$ cat src/design/mmas_pkg.sv
// ----------------------------------------------------------------------------
// Moving-average scaler package
// Shared widths, constants and types for the six-channel boxcar scaler.
// ----------------------------------------------------------------------------
`default_nettype none

package mmas_pkg;

    localparam int CHANNELS    = 6;
    localparam int SCALED_CH   = 5;
    localparam int SAMPLE_W    = 10;
    localparam int LEVEL_W     = 16;
    localparam int GAIN_W      = 32;
    localparam int WINDOW_DEF  = 8;

    localparam logic [GAIN_W-1:0]  GAIN_RESET = 32'd1000;
    localparam logic [LEVEL_W-1:0] LEVEL_MAX  = 16'hFFFF;

    // Stream word widths, padded to whole bytes.
    localparam int IN_BITS     = CHANNELS * SAMPLE_W;
    localparam int IN_TDATA_W  = ((IN_BITS + 7) / 8) * 8;
    localparam int OUT_BITS    = SCALED_CH * LEVEL_W + SAMPLE_W;
    localparam int OUT_TDATA_W = ((OUT_BITS + 7) / 8) * 8;

    // Scaling: level = min(LEVEL_MAX, floor(avg * gain / 1000)).
    localparam longint unsigned MILLI     = 64'd1000;
    localparam int              PROD_W    = SAMPLE_W + GAIN_W;
    // Products at or above this value saturate.
    localparam longint unsigned SAT_LIMIT = (64'(LEVEL_MAX) + 64'd1) * MILLI;
    // Below SAT_LIMIT the product fits DIV_N bits; divide by 1000 through an
    // exact reciprocal ceil(2^(DIV_N+DIV_L) / 1000).
    localparam int              DIV_N     = $clog2(SAT_LIMIT);
    localparam int              DIV_L     = $clog2(MILLI);
    localparam int              DIV_SHIFT = DIV_N + DIV_L;
    localparam longint unsigned MILLI_RECIP =
        ((64'd1 << DIV_SHIFT) + MILLI - 64'd1) / MILLI;
    localparam int              RECIP_W   = $clog2(MILLI_RECIP + 64'd1);
    localparam int              QP_W      = DIV_N + RECIP_W;

    typedef logic [CHANNELS-1:0][SAMPLE_W-1:0] t_sample_vec;

    typedef struct packed {
        logic load;     // new word enters the ring stage
        logic advance;  // ring stage word commits to memory and sums
    } t_win_ctrl;

endpackage

`default_nettype wire

$ cat src/design/mmas_window.sv
// ----------------------------------------------------------------------------
// Moving-average window ring
// Per-row sample ring with valid bits, write pointer and running sums.
// ----------------------------------------------------------------------------
`default_nettype none

module mmas_window #(
    parameter  int WINDOW = mmas_pkg::WINDOW_DEF,
    localparam int SUM_W  = $clog2(((1 << mmas_pkg::SAMPLE_W) - 1) * WINDOW + 1)
) (
    input  wire                      i_clk,
    input  wire                      i_rst_n,
    input  mmas_pkg::t_win_ctrl      i_ctrl,
    input  mmas_pkg::t_sample_vec    i_samples,
    output logic [mmas_pkg::CHANNELS-1:0][SUM_W-1:0] o_sums
);

    localparam int PTR_W = (WINDOW > 1) ? $clog2(WINDOW) : 1;
    localparam logic [PTR_W-1:0] LAST_POS = PTR_W'(WINDOW - 1);

    mmas_pkg::t_sample_vec r_mem [WINDOW];
    logic [WINDOW-1:0]     r_row_vld;
    logic [PTR_W-1:0]      r_wpos;
    logic [PTR_W-1:0]      r_rd_pos;
    mmas_pkg::t_sample_vec r_samp;
    mmas_pkg::t_sample_vec r_old;
    logic [mmas_pkg::CHANNELS-1:0][SUM_W-1:0] r_sum;
    logic [mmas_pkg::CHANNELS-1:0][SUM_W-1:0] n_sum;
    logic                  bypass;

    // Word leaving the ring stage writes the slot the new word reads.
    assign bypass = i_ctrl.advance && (r_rd_pos == r_wpos);

    always_comb begin
        for (int ch = 0; ch < mmas_pkg::CHANNELS; ch++) begin
            n_sum[ch] = r_sum[ch] - SUM_W'(r_old[ch]) + SUM_W'(r_samp[ch]);
        end
    end

    always_ff @(posedge i_clk) begin
        if (!i_rst_n) begin
            r_wpos    <= '0;
            r_row_vld <= '0;
            r_sum     <= '0;
        end else begin
            if (i_ctrl.load) begin
                r_wpos <= (r_wpos == LAST_POS) ? '0 : r_wpos + PTR_W'(1);
            end
            if (i_ctrl.advance) begin
                r_row_vld[r_rd_pos] <= 1'b1;
                r_sum               <= n_sum;
            end
        end
    end

    always_ff @(posedge i_clk) begin
        if (i_ctrl.load) begin
            r_samp   <= i_samples;
            r_rd_pos <= r_wpos;
            if (bypass) begin
                r_old <= r_samp;
            end else if (r_row_vld[r_wpos]) begin
                r_old <= r_mem[r_wpos];
            end else begin
                r_old <= '0;
            end
        end
        if (i_ctrl.advance) begin
            r_mem[r_rd_pos] <= r_samp;
        end
    end

    assign o_sums = r_sum;

endmodule

`default_nettype wire

$ cat config.mk
export PLATFORM = sky130hd
export DESIGN_NAME = mmas_window
export DESIGN_NICKNAME = d
export VERILOG_FILES = /design/src/design/mmas_pkg.sv /design/src/design/mmas_window.sv
export SDC_FILE = /design/constraint.sdc
export NUM_CORES = 1
export LEC_CHECK = 0
export BUFFER_PORTS_ARGS = -buffer_cell sky130_fd_sc_hd__buf_2
export CAP_MARGIN = 20
export CORE_UTILIZATION = 45
export DETAILED_ROUTE_END_ITERATION = 8
export PLACE_DENSITY_LB_ADDON = 0.08
export SYNTH_ARGS = -nofsm -noshare
export SYNTH_HDL_FRONTEND = slang
export SYNTH_SLANG_ARGS = --single-unit
$ cat constraint.sdc
create_clock -name i_clk -period 16.4 [get_ports i_clk]
set_input_delay 2.46 -clock i_clk [delete_from_list [all_inputs] [get_ports i_clk]]
set_output_delay 2.46 -clock i_clk [all_outputs]
set_load 0.01 [all_outputs]
### After elaboration in Yosys (flattened, before gate mapping)

Memories as Yosys holds them, arrays and structs flattened. A register that Yosys moved wholly into a read port is not among the register bits.
Cells that the tools add are included.

| storage, ports and cells | value |
|---|---|
| register bits after elaboration | 212 |
| word-level logic and storage cells | 54 |
| bits in writable memories | 480 |
| memories kept | 1 |
| output and inout port bits | 78 |
| input port bits | 64 |

Memories:

| memory | words | width | read ports | clocked after Yosys merged registers in | wr ports | line | text |
|---|---|---|---|---|---|---|---|
| r_mem | 8 | 60 | 1 | 1 | 1 | mmas_window.sv:21 | `mmas_pkg::t_sample_vec r_mem [WINDOW];` |

| operators by class | value |
|---|---|
| bitwise logic cells | 1 |
| reductions and logical operators | 2 |
| add/subtract/negate cells | 13 |
| muxes and demuxes | 11 |
| order comparisons | 3 |
| eq/ne operators | 2 |

Operators with widths:

| operator | number |
|---|---|
| 2-to-1 mux 60 bit | 2 |
| adder 13 x 10 -> 13 bit | 6 |
| subtractor 13 x 10 -> 13 bit | 6 |
| 2-to-1 mux 3 bit | 3 |
| less-than comparator 3 x 4 -> 1 bit, second input constant | 2 |
| OR 8 bit | 1 |
| 2-to-1 mux 1 bit | 4 |
| adder 3 x 1 -> 3 bit, second input constant | 1 |
| binary-select mux 1 bit (select 3 bit) | 1 |
| demux 1 bit (select 3 bit) | 1 |
| == test 3 bit | 1 |
| == test 3 bit, second input constant | 1 |
| greater-or-equal comparator 3 x 1 -> 1 bit, second input constant | 1 |
| logical AND 1 bit | 2 |

### Longest topological paths before layout

Gate-level depths: netlist (run 1).

| depth | value |
|---|---|
| depth in word-level cells | 5 |
| depth in mapped cells | 12 |
| gate-level depth less buffers | 12 |

### Least setup slack after synthesis (run 1)

OpenSTA, ideal clock, no wires.

| timing path | value |
|---|---|
| path type | input to register |
| start point | in i_ctrl[0] (netlist bit) |
| end point | mem r_mem[1][0] (netlist bit), enable pin |
| setup time | 0.554 ns |
| arrival time | 7.112 ns |
| required time | 15.846 ns |
| slack | 8.734 ns |
| stages on the path | 4 |
| buffers on the path | 2 |
| cell sequence | clkbuf_1 -> buf_2 -> nand2_1 -> nor3_1 |

| on the way | value |
|---|---|
| word-level cells in the longest chain between the ends | 2 |

RTL lines:

| what | line | text |
|---|---|---|
| from (decl) | mmas_window.sv:13 | `input mmas_pkg::t_win_ctrl i_ctrl,` |
| 2-to-1 mux 1 bit | mmas_window.sv:68 | `if (i_ctrl.advance) begin` |
| 2-to-1 mux 1 bit (not written as such) | mmas_window.sv:69 | `r_mem[r_rd_pos] <= r_samp;` |
| to (decl) | mmas_window.sv:21 |  |

No other way between the ends.

### Final worst setup path (run 1)

| timing path | value |
|---|---|
| start point | in i_ctrl[0] (netlist bit) |
| end point | mem r_mem[7][45] (netlist bit), enable pin |

Same word-level chain as after synthesis.

==> metrics.md, run 1 <==
| Metric | Value |
|---|---|
| Post-CTS resize count | `0` |
| Slew Limit Fails | `0` |
| Global route total overflow | `0` |
| Final hold vios | `0` |
| Post-Place Worst Slack | `10.56 ns` |
| Layout cell share with drive strength beyond 1 | `0.189` |
| Die X | `264 um` |
| Worst Clk Skew | `between 0.01 and 0.015 ns` |
| #FFs+latches synth | `approximately 700` |
| Cell with the most instances after synthesis | `edfxtp_1` |
| Root buffer cell | `clkbuf_16` |
| R2r startpoint | `r_samp[0]` |
| Hpwl dp | `between 40000 and 50000 um` |
| Post-synthesis sequential area ratio | `0.645` |
| H-Tree Depth | `3` |
| Total vias in the final route | `16958` |
| Simple-gate share of the synthesized area | `0.0478` |
| CP Cell Sequence | `buf_4 > buf_4 > nand2_1 > nor2_4 > buf_4` |
| Status | `complete, no violations` |
| Setup TNS | `0 ns` |
| Cell area after synthesis | `between 30000 and 40000 um^2` |
| Max_cap viols | `0` |
| WP data arrival | `~5.3 ns` |
| LEAKAGE | `13.0 nW` |
| Antenna violations before repair | `1` |
| Largest net degree at the start of global routing | `between 70 and 80` |
| Synthesized Nets | `2218` |
| Launch point of the worst hold path | `r_row_vld[1]` |
| Critical path class | `in2reg` |
| Syn avg cell area | `15.4 um^2` |
| Final core occ | `0.520` |
| Layout area overhead | `13.8%` |
| Drt drc | `0` |
| Worst Reg2Reg Path Length in Cells | `11` |
| Post-DR vias/cell | `5.43` |
| Adder-Cell Fraction of Synth Area | `0.0712` |
| Die ar. | `around 70000 um^2` |
| Post-synth top cells | `edfxtp_1, inv_1, mux4_2` |
| Mux cell area share after synthesis | `0.119` |
| Required time of the critical path | `16.63 ns` |
| Synth Instances | `2014` |
| Most common cell on crit path | `buf_4` |
| DRT iter0 DRCs | `1235` |
| I/O Buffers | `141` |
| Final ANT Viol Nets | `0` |
| Ports | `142` |
| GRT Total Usage | `0.202` |
| Reg-to-reg setup timing slack | `13.20 ns` |
| Total Nets Final | `2389` |
| Initial Util | `0.457` |
| Slowest stage delay, CP | `0.85 ns` |
| RD Place Congestion | `0.801` |
| RSZ-0062 raised after global routing | `false` |
| Core area | `around 68000 um^2` |
| Final min period | `5.10 ns` |
| Number of hold buffers added after CTS | `0` |
| Ant diodes | `0` |
| PD cells | `about 150 nW/um^2` |
| Final Routed Wirelength | `69100 um` |
| Netlist cell types | `61` |
| CTS tree | `yes` |
| Clock-pin slew on the worst setup and hold paths | `~0.060 ns` |
| Hold Crit Class | `reg2reg` |
| Crit. Startpoint | `i_ctrl[0]` |
| Largest family of logic cells by synthesized area | `multiplexers` |
| Hold Path Stages | `1` |
| CP Capture Type | `flip-flop` |
| CTS Buf Count | `78` |
| Fillers | `5575` |
| Setup ws final | `11.30 ns` |
| Synth top area share | `0.586` |
| Rows | `95` |
| Leading post-synthesis cells by cell area | `edfxtp_1, mux4_2, dfxtp_1` |
| Average wire per standard cell | `about 22 um` |
| Ys async rst share | `0` |
| Vias in the first global route | `around 18000` |
| Clock buffer depth | `3` |
| Max-slew headroom | `0.285` |
| Postcts setup bufs | `0` |
| CP max stage cell | `nor2_4` |
| Post-synthesis compound-gate area fraction | `0.0622` |
| Fin crit share | `0.311` |
| # setup viols final | `0` |
| First-pass GRT wire length | `107000 um` |
| Pre-Repair DR Iteration Count | `5` |
| Post-synth top area cell | `edfxtp_1` |
| Die height | `264 um` |
| Crit path max fanout | `40` |
| Post-synth EDFFs | `~600` |
| CTS Sinks | `695` |
| Peak VDD IR | `approximately 80 uV` |
| Max Clk Rate | `between 150 and 200 MHz` |
| Worst Setup Start Kind | `input port` |
| Worst-Skew Late Latency | `0.61 ns` |
| Worst-Margin Slew | `1.07 ns` |
| Yosys Warn Count | `0` |
| Xor/xnor cell area share of the yosys netlist | `0.0119` |
| Synth Flop Type | `edfxtp_1` |
-- final cells by class --
class / instances / area [um^2] / area share
inverters: 257 / 965 / 0.0274
repair buffers: 163 / 882 / 0.0251
clock buffers: 105 / 2190 / 0.0622
clock inverters: 40 / 368 / 0.0105
multi-input cells: 990 / 9720 / 0.276
flip-flops and latches: 695 / 20000 / 0.567
well taps: 873 / 1090 / 0.0311
-- cell usage in the layout (no fill, tap or decap), types with 11 or more instances in the layout --
cell / n
nand3b_1: 12
clkbuf_16: 82
clkinv_1: 11
buf_4: 24
ha_1: 80
xnor2_1: 14
o211a_1: 12
clkinv_2: 16
o21a_1: 16
mux2i_1: 91
a21o_1: 27
o21ai_1: 82
inv_1: 257
clkbuf_1: 18
mux4_2: 121
o21ai_0: 48
a211oi_1: 14
and2_1: 25
nand2_1: 117
buf_2: 138
xor2_1: 28
edfxtp_1: 603
nor2_1: 34
nor2b_1: 13
nand3_1: 23
nand2b_1: 40
a21oi_1: 34
fa_1: 60
dfxtp_1: 89
-- routing by layer --
layer / vias up / global-route usage / wire (um)
li1: 7817 / - / -
met1: 8732 / 0.280 / 31500
met2: 342 / 0.333 / 33600
met3: 67 / 0.0278 / 2830
met4: 0 / 0.0545 / 1190
met5: - / 0 / 0
-- flip-flops by register name, indices dropped and copies added, names as in the netlist, named ones only --
register,cells
r_mem,480
o_sums,78
r_old,60
r_samp,60
r_row_vld,8
r_rd_pos,3
r_wpos,3
-- worst paths after layout --
check | to
setup reg to reg | o_sums[12]
hold / removal | r_row_vld[1]
hold reg to reg | r_row_vld[1]
setup / recovery | r_mem[7][45]
-- logic make-up after synthesis --
group,after synthesis
compound gates,293
flops,695
mux,215
fa+ha+maj,140
xor+xnor,42
buf+inv,329
simple gates,300
-- metrics by stage --
step	cell area, um^2	hold WS (ns)	total power [mW]	std cells
4_1_cts	35200	0.469	5.29	3123
5_1_grt	35200	0.486	5.53	3123
2_1_floorplan	30900	0.432	3.17	2014
6_report	35200	0.466	5.24	3123
3_5_place_dp	32600	0.455	3.54	2978
3_3_place_gp	32600	0.442	3.52	2978
-- critical path: cells and delay by family --
kind                   cells  cell delay [ns]
buffers and inverters      3             1.60
AND/OR/NAND/NOR            2             1.20
-- report_power, final --
group	leakage [nW]	switching, mW	total, mW	internal [mW]
clock	1.26	0.701	1.73	1.03
sequential	6.36	0.119	2.18	2.06
combinational	5.35	0.746	1.32	0.576
No activity file was read; power rests on OpenSTA's default activity.
==> run 2: changes to the inputs <==
==> constraint.sdc (replaced) <==
create_clock -name i_clk -period 5 [get_ports i_clk]
set_input_delay 0.75 -clock i_clk [delete_from_list [all_inputs] [get_ports i_clk]]
set_output_delay 0.75 -clock i_clk [all_outputs]
set_load 0.01 [all_outputs]
==> metrics.md, run 2 (synthesis gave the netlist of run 1 again) <==
| Metric | Value |
|---|---|
| Status | `complete, no violations` |
| Hpwl dp | `42100 um (+1.5%)` |
| CP Capture Type | `flip-flop` |
| Vias in the first global route | `17899 (+0.71%)` |
| Drt drc | `0 (unchanged)` |
| Largest delay share family, worst path | `adder cells` |
| Worst Reg2Reg Path Length in Cells | `11 (unchanged)` |
| Die ar. | `69800 um^2 (unchanged)` |
| Rows | `95 (unchanged)` |
| Setup TNS | `0 ns (unchanged)` |
| Die X | `264 um (unchanged)` |
| Post-DR vias/cell | `5.41 (-0.31%)` |
| Crit. Startpoint | `r_samp[0]` |
| GRT Total Usage | `0.209 (+0.00732)` |
| Final Routed Wirelength | `70900 um (+2.6%)` |
| Layout area overhead | `13.9%` |
| I/O Buffers | `141 (unchanged)` |
| RD Place Congestion | `0.810 (+1.1%)` |
| Ports | `142 (unchanged)` |
| Clock-pin slew on the worst setup and hold paths | `0.06 ns (about the same)` |
| Number of hold buffers added after CTS | `0 (unchanged)` |
| Total length of routed met2 wires | `34500 um (+2.8%)` |
| CTS Sinks | `695 (unchanged)` |
| Worst-Skew Late Latency | `0.61 ns (about the same)` |
| Non-Filler Instances | `3126 (+0.096%)` |
| Core area | `67600 um^2 (unchanged)` |
| Global route total overflow | `0 (unchanged)` |
| R2r startpoint | `r_samp[0]` |
| # setup viols final | `0 (unchanged)` |
| CP Buf/Inv Count | `3 (unchanged)` |
| Total Nets Final | `2394 (+0.21%)` |
| Total vias in the final route | `16921 (-0.22%)` |
| Hold Crit Class | `in2reg` |
| WP data arrival | `3.62 ns (-1.71 ns)` |
| PD cells | `483 nW/um^2 (+220%)` |
| Most flops, register | `r_mem` |
| Worst Setup Start Kind | `flip-flop` |
| Peak VDD IR | `308 uV (+280%)` |
| Placed Cells | `2983 (+0.17%)` |
| DRT iter0 DRCs | `1200 (-2.8%)` |
| Critical Path Stages | `11 (+6)` |
| Post-CTS resize count | `0 (unchanged)` |
| Max-slew headroom | `0.284 (-0.00106)` |
| Postcts setup bufs | `0 (unchanged)` |
| Reg-to-reg setup timing slack | `1.92 ns (-11.28 ns)` |
| Worst-Margin Slew | `1.07 ns (+0.00159 ns)` |
| Die height | `264 um (unchanged)` |
| Setup ws final | `1.92 ns (-9.38 ns)` |
| Commonest non-fill, non-tap cells in the layout | `edfxtp_1, inv_1, buf_2` |
| Hold WS | `0.307 ns (-0.159 ns)` |
| Most common cell on crit path | `inv_1` |
| Max reg flops | `480 (unchanged)` |
| Slowest stage delay, CP | `0.52 ns (-0.33 ns)` |
| LEAKAGE | `13.0 nW (about the same)` |
| Met3 routed WL | `2690 um (-4.9%)` |
| CP max stage cell | `edfxtp_1` |
| Layout cell share with drive strength beyond 1 | `0.188 (-0.00114)` |
| CTS Buf Count | `77 (-1.3%)` |
| Hold Path Stages | `1 (unchanged)` |
| Final ANT Viol Nets | `0 (unchanged)` |
| Post-Place Worst Slack | `1.91 ns (-8.65 ns)` |
| Slew Limit Fails | `0 (unchanged)` |
| Antenna violations before repair | `4 (+3)` |
| Pre-Repair DR Iteration Count | `5 (unchanged)` |
| Final min period | `3.08 ns` |
| Worst reg2reg path endpoint | `o_sums[12]` |
| First-pass GRT wire length | `109000 um (+2.5%)` |
| Root buffer cell | `clkbuf_16` |
| Initial Util | `0.457 (unchanged)` |
| CP Cell Sequence | `inv_1 > ha_1 > inv_1 > ha_1 > inv_1 > fa_1 > nand2b_1 > a21oi_1 > o41ai_2 > o311ai_1 > mux2i_1` |
| Critical path class | `reg2reg` |
| Critical Path End | `o_sums[12]` |
| Average wire per standard cell | `22.7 um (+2.5%)` |
| CTS tree | `yes` |
| Ant diodes | `0 (unchanged)` |
| H-Tree Depth | `3 (unchanged)` |
| Clock buffer depth | `3 (unchanged)` |
| Fin crit share | `0.616` |
| Final hold vios | `0 (unchanged)` |
| Met1 Routed Length | `32400 um (+2.6%)` |
| Crit path max fanout | `10 (-75%)` |
| Required time of the critical path | `5.54 ns (-11.09 ns)` |
| RSZ-0062 raised after global routing | `false` |
| Max_cap viols | `0 (unchanged)` |
| Commonest non-fill, non-tap cell in the layout | `edfxtp_1` |
| Max Clk Rate | `between 300 and 400 MHz` |
| Largest net degree at the start of global routing | `65 (-8.5%)` |
| Max Used Layer | `met4` |
| Worst Clk Skew | `0.0235 ns (+0.00916 ns)` |
[run 2: cell types whose count changed in the layout (fill, tap and decap cells not counted), sizes merged]
cell | previous run | this run
inv | 260 | 261
bufinv | 6 | 5
clkbuf | 105 | 106
clkinv | 29 | 26
clkinvlp | 2 | 1
buf | 163 | 169
[run 2: worst min-delay path by stage]
stage                    to           from  slack [ns]
2_1_floorplan  r_row_vld[5]   r_row_vld[5]        0.43
3_3_place_gp   r_row_vld[3]   r_row_vld[3]        0.44
3_5_place_dp   r_row_vld[5]   r_row_vld[5]        0.45
4_1_cts           r_samp[2]   i_samples[2]        0.27
5_1_grt          r_samp[59]  i_samples[59]        0.27
6_report         r_samp[42]  i_samples[42]        0.31
[run 2: per-layer routing]
| layer | vias up | GRT usage |
|---|---|---|
| li1 | 7823 | - |
| met1 | 8672 | 0.288 |
| met2 | 337 | 0.348 |
| met3 | 89 | 0.0320 |
| met4 | 0 | 0.0526 |
| met5 | - | 0 |
[run 2: where the power goes]
| group | total, mW | internal [mW] | switching [mW] |
|---|---|---|---|
| clock | 5.50 | 3.23 | 2.28 |
| combinational | 4.36 | 1.91 | 2.45 |
| sequential | 7.15 | 6.76 | 0.390 |
| total | 17.0 | 11.9 | 5.12 |
[run 2: area by class of cell]
type                    instances  area [um^2]
clock inverters                36          323
inverters                     257          965
repair buffers                169         1030
flip-flops and latches        695        20000
clock buffers                 106         2120
fillers                      5640        32400
multi-input cells             990         9730
well taps                     873         1090
[run 2: stage by stage]
step / util / power [mW] / cell area [um^2]
5_1_grt: 0.521 / 18.0 / 35200
3_3_place_gp: 0.484 / 11.6 / 32800
3_5_place_dp: 0.484 / 11.7 / 32800
6_report: 0.521 / 17.0 / 35200
4_1_cts: 0.520 / 17.2 / 35200
2_1_floorplan: - / 10.4 / 30900
